### src/sv/isp_pkg.sv
// shared constants, types and state codes for the inductive steering pd controller
`timescale 1ns / 1ps

package isp_pkg;

  // sample and fixed point format
  localparam int ADC_BITS   = 12;
  localparam int FRAC_BITS  = 8;
  localparam int ONE        = 1 << FRAC_BITS;
  localparam int POS_SCALE  = 100 * ONE;
  localparam int SUM_OFFSET = 10;
  localparam int K_DIV      = 100;

  // divide by 100 as a reciprocal product, exact for numerators below 43690
  localparam int K_RECIP = 20972;
  localparam int K_SHIFT = 21;

  // field widths
  localparam int SUB_W    = ADC_BITS + 2;
  localparam int SUM_W    = ADC_BITS + 3;
  localparam int POS_W    = 16;
  localparam int ERR_W    = 17;
  localparam int DIFF_W   = 18;
  localparam int ACC_W    = 32;
  localparam int GAIN_W   = 12;
  localparam int STEER_W  = 16;
  localparam int LIM_W    = 15;
  localparam int RATIO_W  = 9;
  localparam int BASE_W   = 8;
  localparam int SPEED_W  = 17;
  localparam int SPEED_MAX = (1 << SPEED_W) - 1;

  // shared multiplier
  localparam int MUL_A_W = 20;
  localparam int MUL_B_W = 16;
  localparam int PROD_W  = MUL_A_W + MUL_B_W;

  // iterative divider
  localparam int DIV_N_W   = 28;
  localparam int DIV_D_W   = 15;
  localparam int DIV_Q_W   = 15;
  localparam int DIV_CNT_W = $clog2(DIV_Q_W + 1);

  typedef struct packed {
    logic signed [MUL_A_W-1:0] a;
    logic signed [MUL_B_W-1:0] b;
  } mul_req_t;

  typedef struct packed {
    logic               start;
    logic [DIV_N_W-1:0] num;
    logic [DIV_D_W-1:0] den;
  } div_req_t;

  typedef enum logic [2:0] {
    REG_PROP_GAIN   = 3'd0,
    REG_DERIV_GAIN  = 3'd1,
    REG_TARGET_POS  = 3'd2,
    REG_BASE_SPEED  = 3'd3,
    REG_STEER_LIMIT = 3'd4,
    REG_DIFF_LIMIT  = 3'd5,
    REG_OUTER_GAIN  = 3'd6
  } reg_idx_t;

  typedef enum logic [3:0] {
    ST_IDLE,
    ST_MPOS,
    ST_DPOS,
    ST_PWAIT,
    ST_ERR,
    ST_MKP,
    ST_MKD,
    ST_ACC,
    ST_RND,
    ST_DK,
    ST_KWAIT,
    ST_MOG,
    ST_MOUT,
    ST_MIN,
    ST_FIN,
    ST_OUT
  } state_t;

endpackage

### src/sv/isp_mul.sv
// shared signed multiplier with registered product
`timescale 1ns / 1ps

module isp_mul (
  input  logic                                clk,
  input  isp_pkg::mul_req_t                   req,
  output logic signed [isp_pkg::PROD_W-1:0]  prod
);
  import isp_pkg::*;

  logic signed [MUL_A_W-1:0] a;
  logic signed [MUL_B_W-1:0] b;

  assign a = req.a;
  assign b = req.b;

  always_ff @(posedge clk) begin
    prod <= PROD_W'(a) * PROD_W'(b);
  end

endmodule

### src/sv/isp_div.sv
// restoring divider, one quotient bit per cycle
`timescale 1ns / 1ps

module isp_div (
  input  logic                         clk,
  input  logic                         rst,
  input  isp_pkg::div_req_t            req,
  output logic                         done,
  output logic [isp_pkg::DIV_Q_W-1:0]  quot
);
  import isp_pkg::*;

  logic [DIV_D_W-1:0]   rem;
  logic [DIV_D_W-1:0]   den;
  logic [DIV_Q_W-1:0]   shreg;
  logic [DIV_CNT_W-1:0] count;
  logic [DIV_D_W:0]     trial;
  logic                 fits;

  // quotient is known to fit DIV_Q_W bits, so the upper dividend bits start as remainder
  assign trial = {rem, shreg[DIV_Q_W-1]};
  assign fits  = trial >= {1'b0, den};
  assign quot  = shreg;

  always_ff @(posedge clk) begin
    if (rst) begin
      count <= '0;
      done  <= 1'b0;
    end else begin
      done <= 1'b0;
      if (req.start) begin
        count <= DIV_CNT_W'(DIV_Q_W);
      end else if (count != '0) begin
        count <= count - 1'b1;
        if (count == DIV_CNT_W'(1)) begin
          done <= 1'b1;
        end
      end
    end
  end

  always_ff @(posedge clk) begin
    if (req.start) begin
      rem   <= DIV_D_W'(req.num >> DIV_Q_W);
      shreg <= req.num[DIV_Q_W-1:0];
      den   <= req.den;
    end else if (count != '0) begin
      rem   <= fits ? DIV_D_W'(trial - {1'b0, den}) : DIV_D_W'(trial);
      shreg <= {shreg[DIV_Q_W-2:0], fits};
    end
  end

endmodule

### src/sv/inductive_steering_pd_controller.sv
// top level: register port, sequencer and datapath of the steering controller
`timescale 1ns / 1ps

// Each transaction on the slave stream carries five 12 bit inductor samples; the block
// returns one transaction on the master stream with the line position (signed Q8.8
// percent), the clamped PD steering output (signed Q8.8) and the left and right wheel
// targets (unsigned Q.8). The next item is taken only once the sequencer has returned
// to idle after the last one: the 15-step restoring divider computes the position
// quotient while the sequencer waits for it, and seven products go one at a time
// through the single shared multiplier, the ratio divide by 100 among them as a
// reciprocal product. s_tready is high only while the sequencer is idle; a finished
// result waits in the output register so the next item can be taken before it is
// collected, but while an earlier result is still held the sequencer waits in its last
// step until the output register is free.
// Registers are written through the APB port at byte address 4*index and should only be
// changed while no item is in flight.
module inductive_steering_pd_controller (
  input  logic        clk,
  input  logic        rst,
  // slave stream
  input  logic        s_tvalid,
  output logic        s_tready,
  // [11:0] left_horiz, [23:12] left_vert, [35:24] middle, [47:36] right_vert,
  // [59:48] right_horiz, [63:60] zero
  input  logic [63:0] s_tdata,
  // master stream
  output logic        m_tvalid,
  input  logic        m_tready,
  // [15:0] position, [31:16] steer_out, [48:32] left_speed, [65:49] right_speed,
  // [71:66] zero
  output logic [71:0] m_tdata,
  // apb register port
  input  logic        psel,
  input  logic        penable,
  input  logic        pwrite,
  input  logic [4:0]  paddr,
  input  logic [31:0] pwdata,
  output logic [31:0] prdata,
  output logic        pready
);
  import isp_pkg::*;

  // configuration registers
  logic [GAIN_W-1:0]        prop_gain;
  logic [GAIN_W-1:0]        deriv_gain;
  logic signed [POS_W-1:0]  target_position;
  logic [BASE_W-1:0]        base_speed;
  logic [LIM_W-1:0]         steer_limit;
  logic [RATIO_W-1:0]       diff_limit;
  logic [RATIO_W-1:0]       outer_gain;

  logic     cfg_write;
  reg_idx_t cfg_idx;

  // sequencer and shared units
  state_t   state;
  state_t   state_next;
  mul_req_t mul_req;
  div_req_t div_req;
  logic signed [PROD_W-1:0] prod;
  logic [PROD_W-1:0]        prod_u;
  logic                     div_done;
  logic [DIV_Q_W-1:0]       quot;

  // datapath registers
  logic signed [SUB_W-1:0]   sub;
  logic [SUM_W-1:0]          sum;
  logic signed [POS_W-1:0]   pos;
  logic signed [ERR_W-1:0]   err;
  logic signed [ERR_W-1:0]   prev_error;
  logic signed [DIFF_W-1:0]  diff;
  logic signed [ACC_W-1:0]   acc;
  logic signed [STEER_W-1:0] steer;
  logic [RATIO_W-1:0]        kmag;
  logic                      kneg;
  logic [SPEED_W-1:0]        outer_spd;
  logic [SPEED_W-1:0]        inner_spd;

  // output register
  logic signed [POS_W-1:0]   out_pos;
  logic signed [STEER_W-1:0] out_steer;
  logic [SPEED_W-1:0]        out_left;
  logic [SPEED_W-1:0]        out_right;

  // combinational datapath terms
  logic [ADC_BITS-1:0]       lh, lv, md, rv, rh;
  logic signed [SUB_W-1:0]   sub_calc;
  logic [SUM_W-1:0]          sum_calc;
  logic [SUB_W-2:0]          sub_mag;
  logic [DIV_Q_W-1:0]        pos_mag;
  logic signed [POS_W-1:0]   pos_calc;
  logic signed [ERR_W-1:0]   err_calc;
  logic signed [DIFF_W-1:0]  diff_calc;
  logic [ACC_W-1:0]          acc_mag;
  logic [ACC_W-FRAC_BITS-1:0] rnd;
  logic [LIM_W-1:0]          steer_mag;
  logic signed [STEER_W-1:0] steer_calc;
  logic [LIM_W-1:0]          steer_abs;
  logic [DIV_Q_W-1:0]        k_quot;
  logic [RATIO_W-1:0]        kmag_calc;
  logic [PROD_W-1:0]         outer_rnd;
  logic [SPEED_W-1:0]        outer_calc;
  logic [SPEED_W-1:0]        inner_calc;
  logic                      out_free;

  // ---------------------------------------------------------------- register port
  assign pready    = 1'b1;
  assign cfg_write = psel && penable && pwrite && pready;
  assign cfg_idx   = reg_idx_t'(paddr[4:2]);

  always_ff @(posedge clk) begin
    if (rst) begin
      prop_gain       <= GAIN_W'(166);
      deriv_gain      <= GAIN_W'(481);
      target_position <= '0;
      base_speed      <= BASE_W'(30);
      steer_limit     <= LIM_W'(21760);
      diff_limit      <= RATIO_W'(166);
      outer_gain      <= RATIO_W'(51);
    end else if (cfg_write) begin
      case (cfg_idx)
        REG_PROP_GAIN:   prop_gain       <= pwdata[GAIN_W-1:0];
        REG_DERIV_GAIN:  deriv_gain      <= pwdata[GAIN_W-1:0];
        REG_TARGET_POS:  target_position <= pwdata[POS_W-1:0];
        REG_BASE_SPEED:  base_speed      <= pwdata[BASE_W-1:0];
        REG_STEER_LIMIT: steer_limit     <= pwdata[LIM_W-1:0];
        REG_DIFF_LIMIT:  diff_limit      <= pwdata[RATIO_W-1:0];
        REG_OUTER_GAIN:  outer_gain      <= pwdata[RATIO_W-1:0];
        default: ;
      endcase
    end
  end

  always_comb begin
    case (cfg_idx)
      REG_PROP_GAIN:   prdata = 32'(prop_gain);
      REG_DERIV_GAIN:  prdata = 32'(deriv_gain);
      REG_TARGET_POS:  prdata = 32'(unsigned'(target_position));
      REG_BASE_SPEED:  prdata = 32'(base_speed);
      REG_STEER_LIMIT: prdata = 32'(steer_limit);
      REG_DIFF_LIMIT:  prdata = 32'(diff_limit);
      REG_OUTER_GAIN:  prdata = 32'(outer_gain);
      default:         prdata = '0;
    endcase
  end

  // ---------------------------------------------------------------- shared units
  isp_mul u_mul (
    .clk  (clk),
    .req  (mul_req),
    .prod (prod)
  );

  isp_div u_div (
    .clk  (clk),
    .rst  (rst),
    .req  (div_req),
    .done (div_done),
    .quot (quot)
  );

  assign prod_u = prod;

  // ---------------------------------------------------------------- datapath terms
  assign lh = s_tdata[ADC_BITS-1:0];
  assign lv = s_tdata[2*ADC_BITS-1:ADC_BITS];
  assign md = s_tdata[3*ADC_BITS-1:2*ADC_BITS];
  assign rv = s_tdata[4*ADC_BITS-1:3*ADC_BITS];
  assign rh = s_tdata[5*ADC_BITS-1:4*ADC_BITS];

  // difference of the four side coils and sum of all five coils, offset keeps the divisor non-zero
  assign sub_calc = SUB_W'(lh) + SUB_W'(lv) - SUB_W'(rh) - SUB_W'(rv);
  assign sum_calc = SUM_W'(lh) + SUM_W'(lv) + SUM_W'(md) + SUM_W'(rv) + SUM_W'(rh)
                  + SUM_W'(SUM_OFFSET);

  assign sub_mag = sub[SUB_W-1] ? (SUB_W-1)'(-sub) : (SUB_W-1)'(sub);

  // position: quotient magnitude clamped to 100 percent, sign from the difference
  assign pos_mag  = (quot > DIV_Q_W'(POS_SCALE)) ? DIV_Q_W'(POS_SCALE) : quot;
  assign pos_calc = sub[SUB_W-1] ? -POS_W'(pos_mag) : POS_W'(pos_mag);

  assign err_calc  = ERR_W'(target_position) - ERR_W'(pos);
  assign diff_calc = DIFF_W'(err_calc) - DIFF_W'(prev_error);

  // round half away from zero on the magnitude, then clamp to the steering limit
  assign acc_mag    = acc[ACC_W-1] ? ACC_W'(-acc) : ACC_W'(acc);
  assign rnd        = (ACC_W-FRAC_BITS)'((acc_mag + ACC_W'(ONE / 2)) >> FRAC_BITS);
  assign steer_mag  = (rnd > (ACC_W-FRAC_BITS)'(steer_limit)) ? steer_limit
                                                              : rnd[LIM_W-1:0];
  assign steer_calc = acc[ACC_W-1] ? -STEER_W'(steer_mag) : STEER_W'(steer_mag);
  assign steer_abs  = steer[STEER_W-1] ? LIM_W'(-steer) : LIM_W'(steer);

  // ratio: rounded divide by 100 from the reciprocal product, clamped to the limit
  assign k_quot    = DIV_Q_W'(prod_u >> K_SHIFT);
  assign kmag_calc = (k_quot > DIV_Q_W'(diff_limit)) ? diff_limit : k_quot[RATIO_W-1:0];

  // outer wheel: rounded product, saturated to the speed field
  assign outer_rnd  = (prod_u + PROD_W'(ONE / 2)) >> FRAC_BITS;
  assign outer_calc = (outer_rnd > PROD_W'(SPEED_MAX)) ? SPEED_W'(SPEED_MAX)
                                                       : outer_rnd[SPEED_W-1:0];
  // inner wheel: factor may go below zero, floor at zero
  assign inner_calc = prod[PROD_W-1]                 ? '0 :
                      (prod_u > PROD_W'(SPEED_MAX))  ? SPEED_W'(SPEED_MAX) :
                                                       prod_u[SPEED_W-1:0];

  assign out_free = !m_tvalid || m_tready;

  // ---------------------------------------------------------------- sequencer
  always_ff @(posedge clk) begin
    if (rst) begin
      state <= ST_IDLE;
    end else begin
      state <= state_next;
    end
  end

  always_comb begin
    state_next = state;
    case (state)
      ST_IDLE:  if (s_tvalid) state_next = ST_MPOS;
      ST_MPOS:  state_next = ST_DPOS;
      ST_DPOS:  state_next = ST_PWAIT;
      ST_PWAIT: if (div_done) state_next = ST_ERR;
      ST_ERR:   state_next = ST_MKP;
      ST_MKP:   state_next = ST_MKD;
      ST_MKD:   state_next = ST_ACC;
      ST_ACC:   state_next = ST_RND;
      ST_RND:   state_next = ST_DK;
      ST_DK:    state_next = ST_KWAIT;
      ST_KWAIT: state_next = ST_MOG;
      ST_MOG:   state_next = ST_MOUT;
      ST_MOUT:  state_next = ST_MIN;
      ST_MIN:   state_next = ST_FIN;
      ST_FIN:   state_next = ST_OUT;
      ST_OUT:   if (out_free) state_next = ST_IDLE;
      default:  state_next = ST_IDLE;
    endcase
  end

  // operands for the shared multiplier, requests to the divider and the input ready
  always_comb begin
    mul_req  = '0;
    div_req  = '0;
    s_tready = 1'b0;
    case (state)
      ST_IDLE: s_tready = 1'b1;
      ST_MPOS: begin
        mul_req.a = MUL_A_W'(sub_mag);
        mul_req.b = MUL_B_W'(POS_SCALE);
      end
      ST_DPOS: begin
        div_req.start = 1'b1;
        div_req.num   = DIV_N_W'(prod_u) + DIV_N_W'(sum >> 1);
        div_req.den   = DIV_D_W'(sum);
      end
      ST_MKP: begin
        mul_req.a = MUL_A_W'(err);
        mul_req.b = MUL_B_W'(prop_gain);
      end
      ST_MKD: begin
        mul_req.a = MUL_A_W'(diff);
        mul_req.b = MUL_B_W'(deriv_gain);
      end
      ST_DK: begin
        // half of 100 added first so the truncating product rounds to nearest
        mul_req.a = MUL_A_W'(steer_abs) + MUL_A_W'(K_DIV / 2);
        mul_req.b = MUL_B_W'(K_RECIP);
      end
      ST_MOG: begin
        mul_req.a = MUL_A_W'(kmag);
        mul_req.b = MUL_B_W'(outer_gain);
      end
      ST_MOUT: begin
        // one squared plus ratio times outer fraction, all Q4.16
        mul_req.a = MUL_A_W'(ONE * ONE) + prod_u[MUL_A_W-1:0];
        mul_req.b = MUL_B_W'(base_speed);
      end
      ST_MIN: begin
        mul_req.a = MUL_A_W'(ONE) - MUL_A_W'(kmag);
        mul_req.b = MUL_B_W'(base_speed);
      end
      default: ;
    endcase
  end

  // ---------------------------------------------------------------- datapath registers
  always_ff @(posedge clk) begin
    if (rst) begin
      prev_error <= '0;
    end else if (state == ST_ERR) begin
      prev_error <= err_calc;
    end
  end

  always_ff @(posedge clk) begin
    case (state)
      ST_IDLE: begin
        if (s_tvalid) begin
          sub <= sub_calc;
          sum <= sum_calc;
        end
      end
      ST_PWAIT: if (div_done) pos <= pos_calc;
      ST_ERR: begin
        err  <= err_calc;
        diff <= diff_calc;
      end
      ST_MKD:   acc <= ACC_W'(prod);
      ST_ACC:   acc <= acc + ACC_W'(prod);
      ST_RND:   steer <= steer_calc;
      ST_KWAIT: begin
        kmag <= kmag_calc;
        kneg <= steer[STEER_W-1] && (kmag_calc != '0);
      end
      ST_MIN:   outer_spd <= outer_calc;
      ST_FIN:   inner_spd <= inner_calc;
      default: ;
    endcase
  end

  // ---------------------------------------------------------------- output register
  always_ff @(posedge clk) begin
    if (rst) begin
      m_tvalid <= 1'b0;
    end else if (state == ST_OUT && out_free) begin
      m_tvalid <= 1'b1;
    end else if (m_tready) begin
      m_tvalid <= 1'b0;
    end
  end

  // left turn puts the inner wheel on the left
  always_ff @(posedge clk) begin
    if (state == ST_OUT && out_free) begin
      out_pos   <= pos;
      out_steer <= steer;
      out_left  <= kneg ? inner_spd : outer_spd;
      out_right <= kneg ? outer_spd : inner_spd;
    end
  end

  assign m_tdata = {6'b0, out_right, out_left, out_steer, out_pos};

  // ---------------------------------------------------------------- assertions
  a_busy_after_accept: assert property (@(posedge clk) disable iff (rst)
    (s_tvalid && s_tready) |=> !s_tready)
    else $error("input taken while an item is in progress");

  a_div_done_waited: assert property (@(posedge clk) disable iff (rst)
    div_done |-> (state == ST_PWAIT))
    else $error("divider finished outside its wait state");

  a_pos_in_range: assert property (@(posedge clk) disable iff (rst)
    m_tvalid |-> (out_pos <= POS_W'(POS_SCALE) && out_pos >= -POS_W'(POS_SCALE)))
    else $error("position beyond 100 percent");

endmodule
### config.mk
export PLATFORM = sky130hd
export DESIGN_NAME = inductive_steering_pd_controller
export DESIGN_NICKNAME = d
export VERILOG_FILES = /design/src/sv/isp_pkg.sv /design/src/sv/isp_mul.sv /design/src/sv/isp_div.sv /design/src/sv/inductive_steering_pd_controller.sv
export SDC_FILE = /design/constraint.sdc
export NUM_CORES = 2
export LEC_CHECK = 0
export ABC_CLOCK_PERIOD_IN_PS = 10230
export BUFFER_PORTS_ARGS = -buffer_cell sky130_fd_sc_hd__clkbuf_2
export CAP_MARGIN = 20
export CORE_ASPECT_RATIO = 0.7
export CORE_MARGIN = 2
export CORE_UTILIZATION = 40
export CTS_CLUSTER_DIAMETER = 30
export DETAILED_ROUTE_END_ITERATION = 12
export SYNTH_ARGS = -nofsm -noshare
export SYNTH_HDL_FRONTEND = slang
export SYNTH_SLANG_ARGS = --single-unit
export TNS_END_PERCENT = 30
### constraint.sdc
create_clock -name clk -period 10.23 [get_ports clk]
set_input_delay 3.069 -clock clk [delete_from_list [all_inputs] [get_ports clk]]
set_output_delay 3.069 -clock clk [all_outputs]
set_load 0.005 [all_outputs]
==> results by group <==
Power
  • Leakage Power: 0.0194 uW
  • Ratio of total power to cell area: 160 nW/um^2
  • VDD IR-drop max: 0.108 mV
  • Power, Total: 7160 uW

Placed design
  • Pre-CTS setup slack: 0.134 ns
  • DP HPWL: just over 100000 um
  • Area after DPL: between 40000 and 50000 sq um
  • IO Port Bufs: roughly 170
  • GPL Wtd Cong: 1.00

Cells and area
  • Final core utilization: between 40 and 50%
  • Nets: 5190
  • Final instance area: 44800 sq um
  • Area Overhead vs Synth: 14.2%
  • N_diodes: 0
  • # fillers: a little over 9000
  • Layout cells sized above 1: a little under an eighth

Setup path
  • Most used cell along the critical path: fa_1
  • CP Class: register to register
  • Largest stage delay, worst path: around 0.65 ns
  • CP Launch Point: steer[0]
  • CP Capture Type: register
  • R2R cell count: 35
  • CP max stage cell: or4_4
  • WP data arrival: 10.45 ns
  • Critical Path RT: around 11 ns
  • RR Startpoint: steer[0]
  • CP max FO: 7
  • Startpoint types: register

GRT
  • First-pass GRT wire length: 194000 um
  • Total GRT Usage: around 26%
  • Total gr overflow: 0
  • Largest net degree at the start of global routing: 91
  • Initial antenna violation count: 4
  • Number of global-route vias before repair: between 30000 and 40000

Route
  • WL/cell: 22.2 um
  • Vias per cell: between 5 and 6
  • Drt drc: 0
  • Detailed Route WL: 130000 um
  • Initial DRC Count: ~3900
  • Post-route ant nets: 0
  • Vias: approximately 32000
  • Drt pass-1 iters: 8

Timing
  • Worst-Margin Slew: 1.26 ns
  • Setup WS post-layout: 0.372 ns
  • Clock period minus worst slack: between 9 and 10 ns
  • Fin. max-slew vios: 0
  • # setup viols final: 0
  • Peak Freq: 0.101 GHz
  • Post-Route Skew: 0.0507 ns
  • Final Hold Viols: 0
  • Final worst-path cycle share: a little over nine tenths
  • Slew HR: 16.3%
  • Final setup TNS: 0 ns

Job
  • MaxCap Viol Count: 0

Floorplan
  • # rows: 96
  • Die Ht: 266 um
  • Core area: roughly 98000 sq um
  • Io pins: 215
  • Die Width: 378 um
  • Initial Utilization: 40.2%
  • Die Area: around 100000 sq um

Synth
  • Yosys warns: 0
  • Post-synth EDFFs: 281
  • Post-Synthesis Cells: between 4000 and 5000
  • Ys async rst share: 0%
  • Cell Area, Synth: approximately 39000 sq um
  • Sequential fraction of the synthesis area: ~29%
  • Yosys cell types: 99
  • Syn_area_per_cell: 9.24 sq um
  • Most common flop cell mapped by yosys: edfxtp_1
  • #FFs+latches synth: 427

Clocking
  • TritonCTS Sinks: 427
  • Num CTS Buffers: 82
  • Root Buffer: clkbuf_16
  • Worst skew pair latency: between 0.6 and 0.7 ns
  • H-tree levels: 3
  • Clock Pin Slew Worst Setup and Hold Paths: 0.05 ns
  • CTS tree: built
  • CTS max path bufs: 3

Worst hold path
  • HP Start: prev_error[6]
  • Worst hold-check path type: register to register
  • Hold Crit Depth: 2

Outcome
  • Outcome: finished clean
==> final timing paths <==
kind / slack [ns] / end
worst min-delay path: 0.45 / prev_error[6]
worst max-delay path: 0.37 / u_mul.prod[32]
worst min register to register: 0.45 / prev_error[6]
worst max register to register: 0.37 / u_mul.prod[32]
==> report_power, final <==
| part | internal [uW] | switching, uW |
|---|---|---|
| Combinational | 809 | 1200 |
| Sequential | 2100 | 274 |
| Clock | 1720 | 1060 |
==> critical path: cells and delay by family (launching register included) <==
family          cells  cell delay (ns)
fa+ha+maj           8             3.58
compound gates     10             2.50
buf+inv             5             0.55
simple gates        9             2.08
flops               1             0.48
xor+xnor            3             0.58
==> cells in the mapped netlist (all sizes together) (28+ instances only) <==
library cell | n | area [sq um]
dfxtp | 146 | 2920
nor4 | 28 | 218
a21o | 41 | 308
mux2i | 32 | 320
nor3 | 67 | 335
edfxtp | 281 | 8440
and3 | 33 | 206
inv | 610 | 2290
nand3 | 61 | 305
a21oi | 233 | 1170
mux2 | 62 | 698
o21ai | 201 | 1010
nand2b | 41 | 257
and2 | 53 | 332
nand2 | 533 | 2000
xnor2 | 158 | 1380
clkbuf | 150 | 563
fa | 363 | 7270
nand4 | 32 | 200
nor2b | 38 | 238
nor2 | 292 | 1100
a31oi | 32 | 200
ha | 267 | 3340
xor2 | 92 | 806
buf | 37 | 238
==> area by class of cell <==
type	instances	area, sq um	area share [%]
flip-flops and latches	427	11400	25.3
inverters	612	2300	5.12
repair buffers	269	1600	3.58
multi-input cells	3060	25100	55.9
well taps	1323	1660	3.69
clock buffers	91	2130	4.75
clock inverters	63	724	1.62
==> timing repair <==
action	4_1_cts	5_1_grt
hold buffers	0	0
buffers inserted	0	1
resized for setup	0	7
setup endpoints to repair	0	7
==> sequential cells by signal, summed over array words and instances, names as in the netlist, 14 cells and up <==
register	flops
steer	16
pos	16
out_steer	16
err	17
out_pos	16
outer_spd	17
steer_limit	15
sum	15
u_div.rem	15
u_div.quot	15
diff	18
u_div.den	15
inner_spd	17
prev_error	17
sub	14
target_position	16
u_mul.prod	36
acc	32
out_left	17
out_right	17
==> per-stage QoR <==
stage          hold slack (ns)  std cells
2_1_floorplan            0.424       4286
3_3_place_gp             0.443       5688
3_5_place_dp             0.448       5688
4_1_cts                  0.455       5842
5_1_grt                  0.472       5845
6_report                 0.454       5845
==> metal layers <==
metal  up-vias  part of all wire, %  GRT usage [%]
met5         -                    0              0
met2      1523                   39           34.7
met3       191                   13           9.10
li1      14678                    -              -
met1     15415                   46           39.3
met4         0                  2.4           6.40
==> placed cells by master (no fill, tap or decap), drive strengths merged, types with 146 or more instances in the layout <==
cell    synthesis  routed
dfxtp         146     146
clkbuf        150     260
a21oi         233     233
nand2         533     533
fa            363     363
xnor2         158     158
o21ai         201     201
nor2          292     292
edfxtp        281     281
ha            267     267
inv           610     624
==> cell families after synthesis <==
group / Yosys count / share of synthesized area [%]
AOI/OAI and AO/OA: 762 / 12.4
muxes: 99 / 2.88
adders and majority gates: 630 / 27.0
buffers and inverters: 799 / 7.89
xor gates and xnor gates: 251 / 5.64
other: 2 / 0.0191
and+or+nand+nor: 1277 / 15.2
DFF: 427 / 28.9
Note: power is estimated with default switching activity, not from simulation.
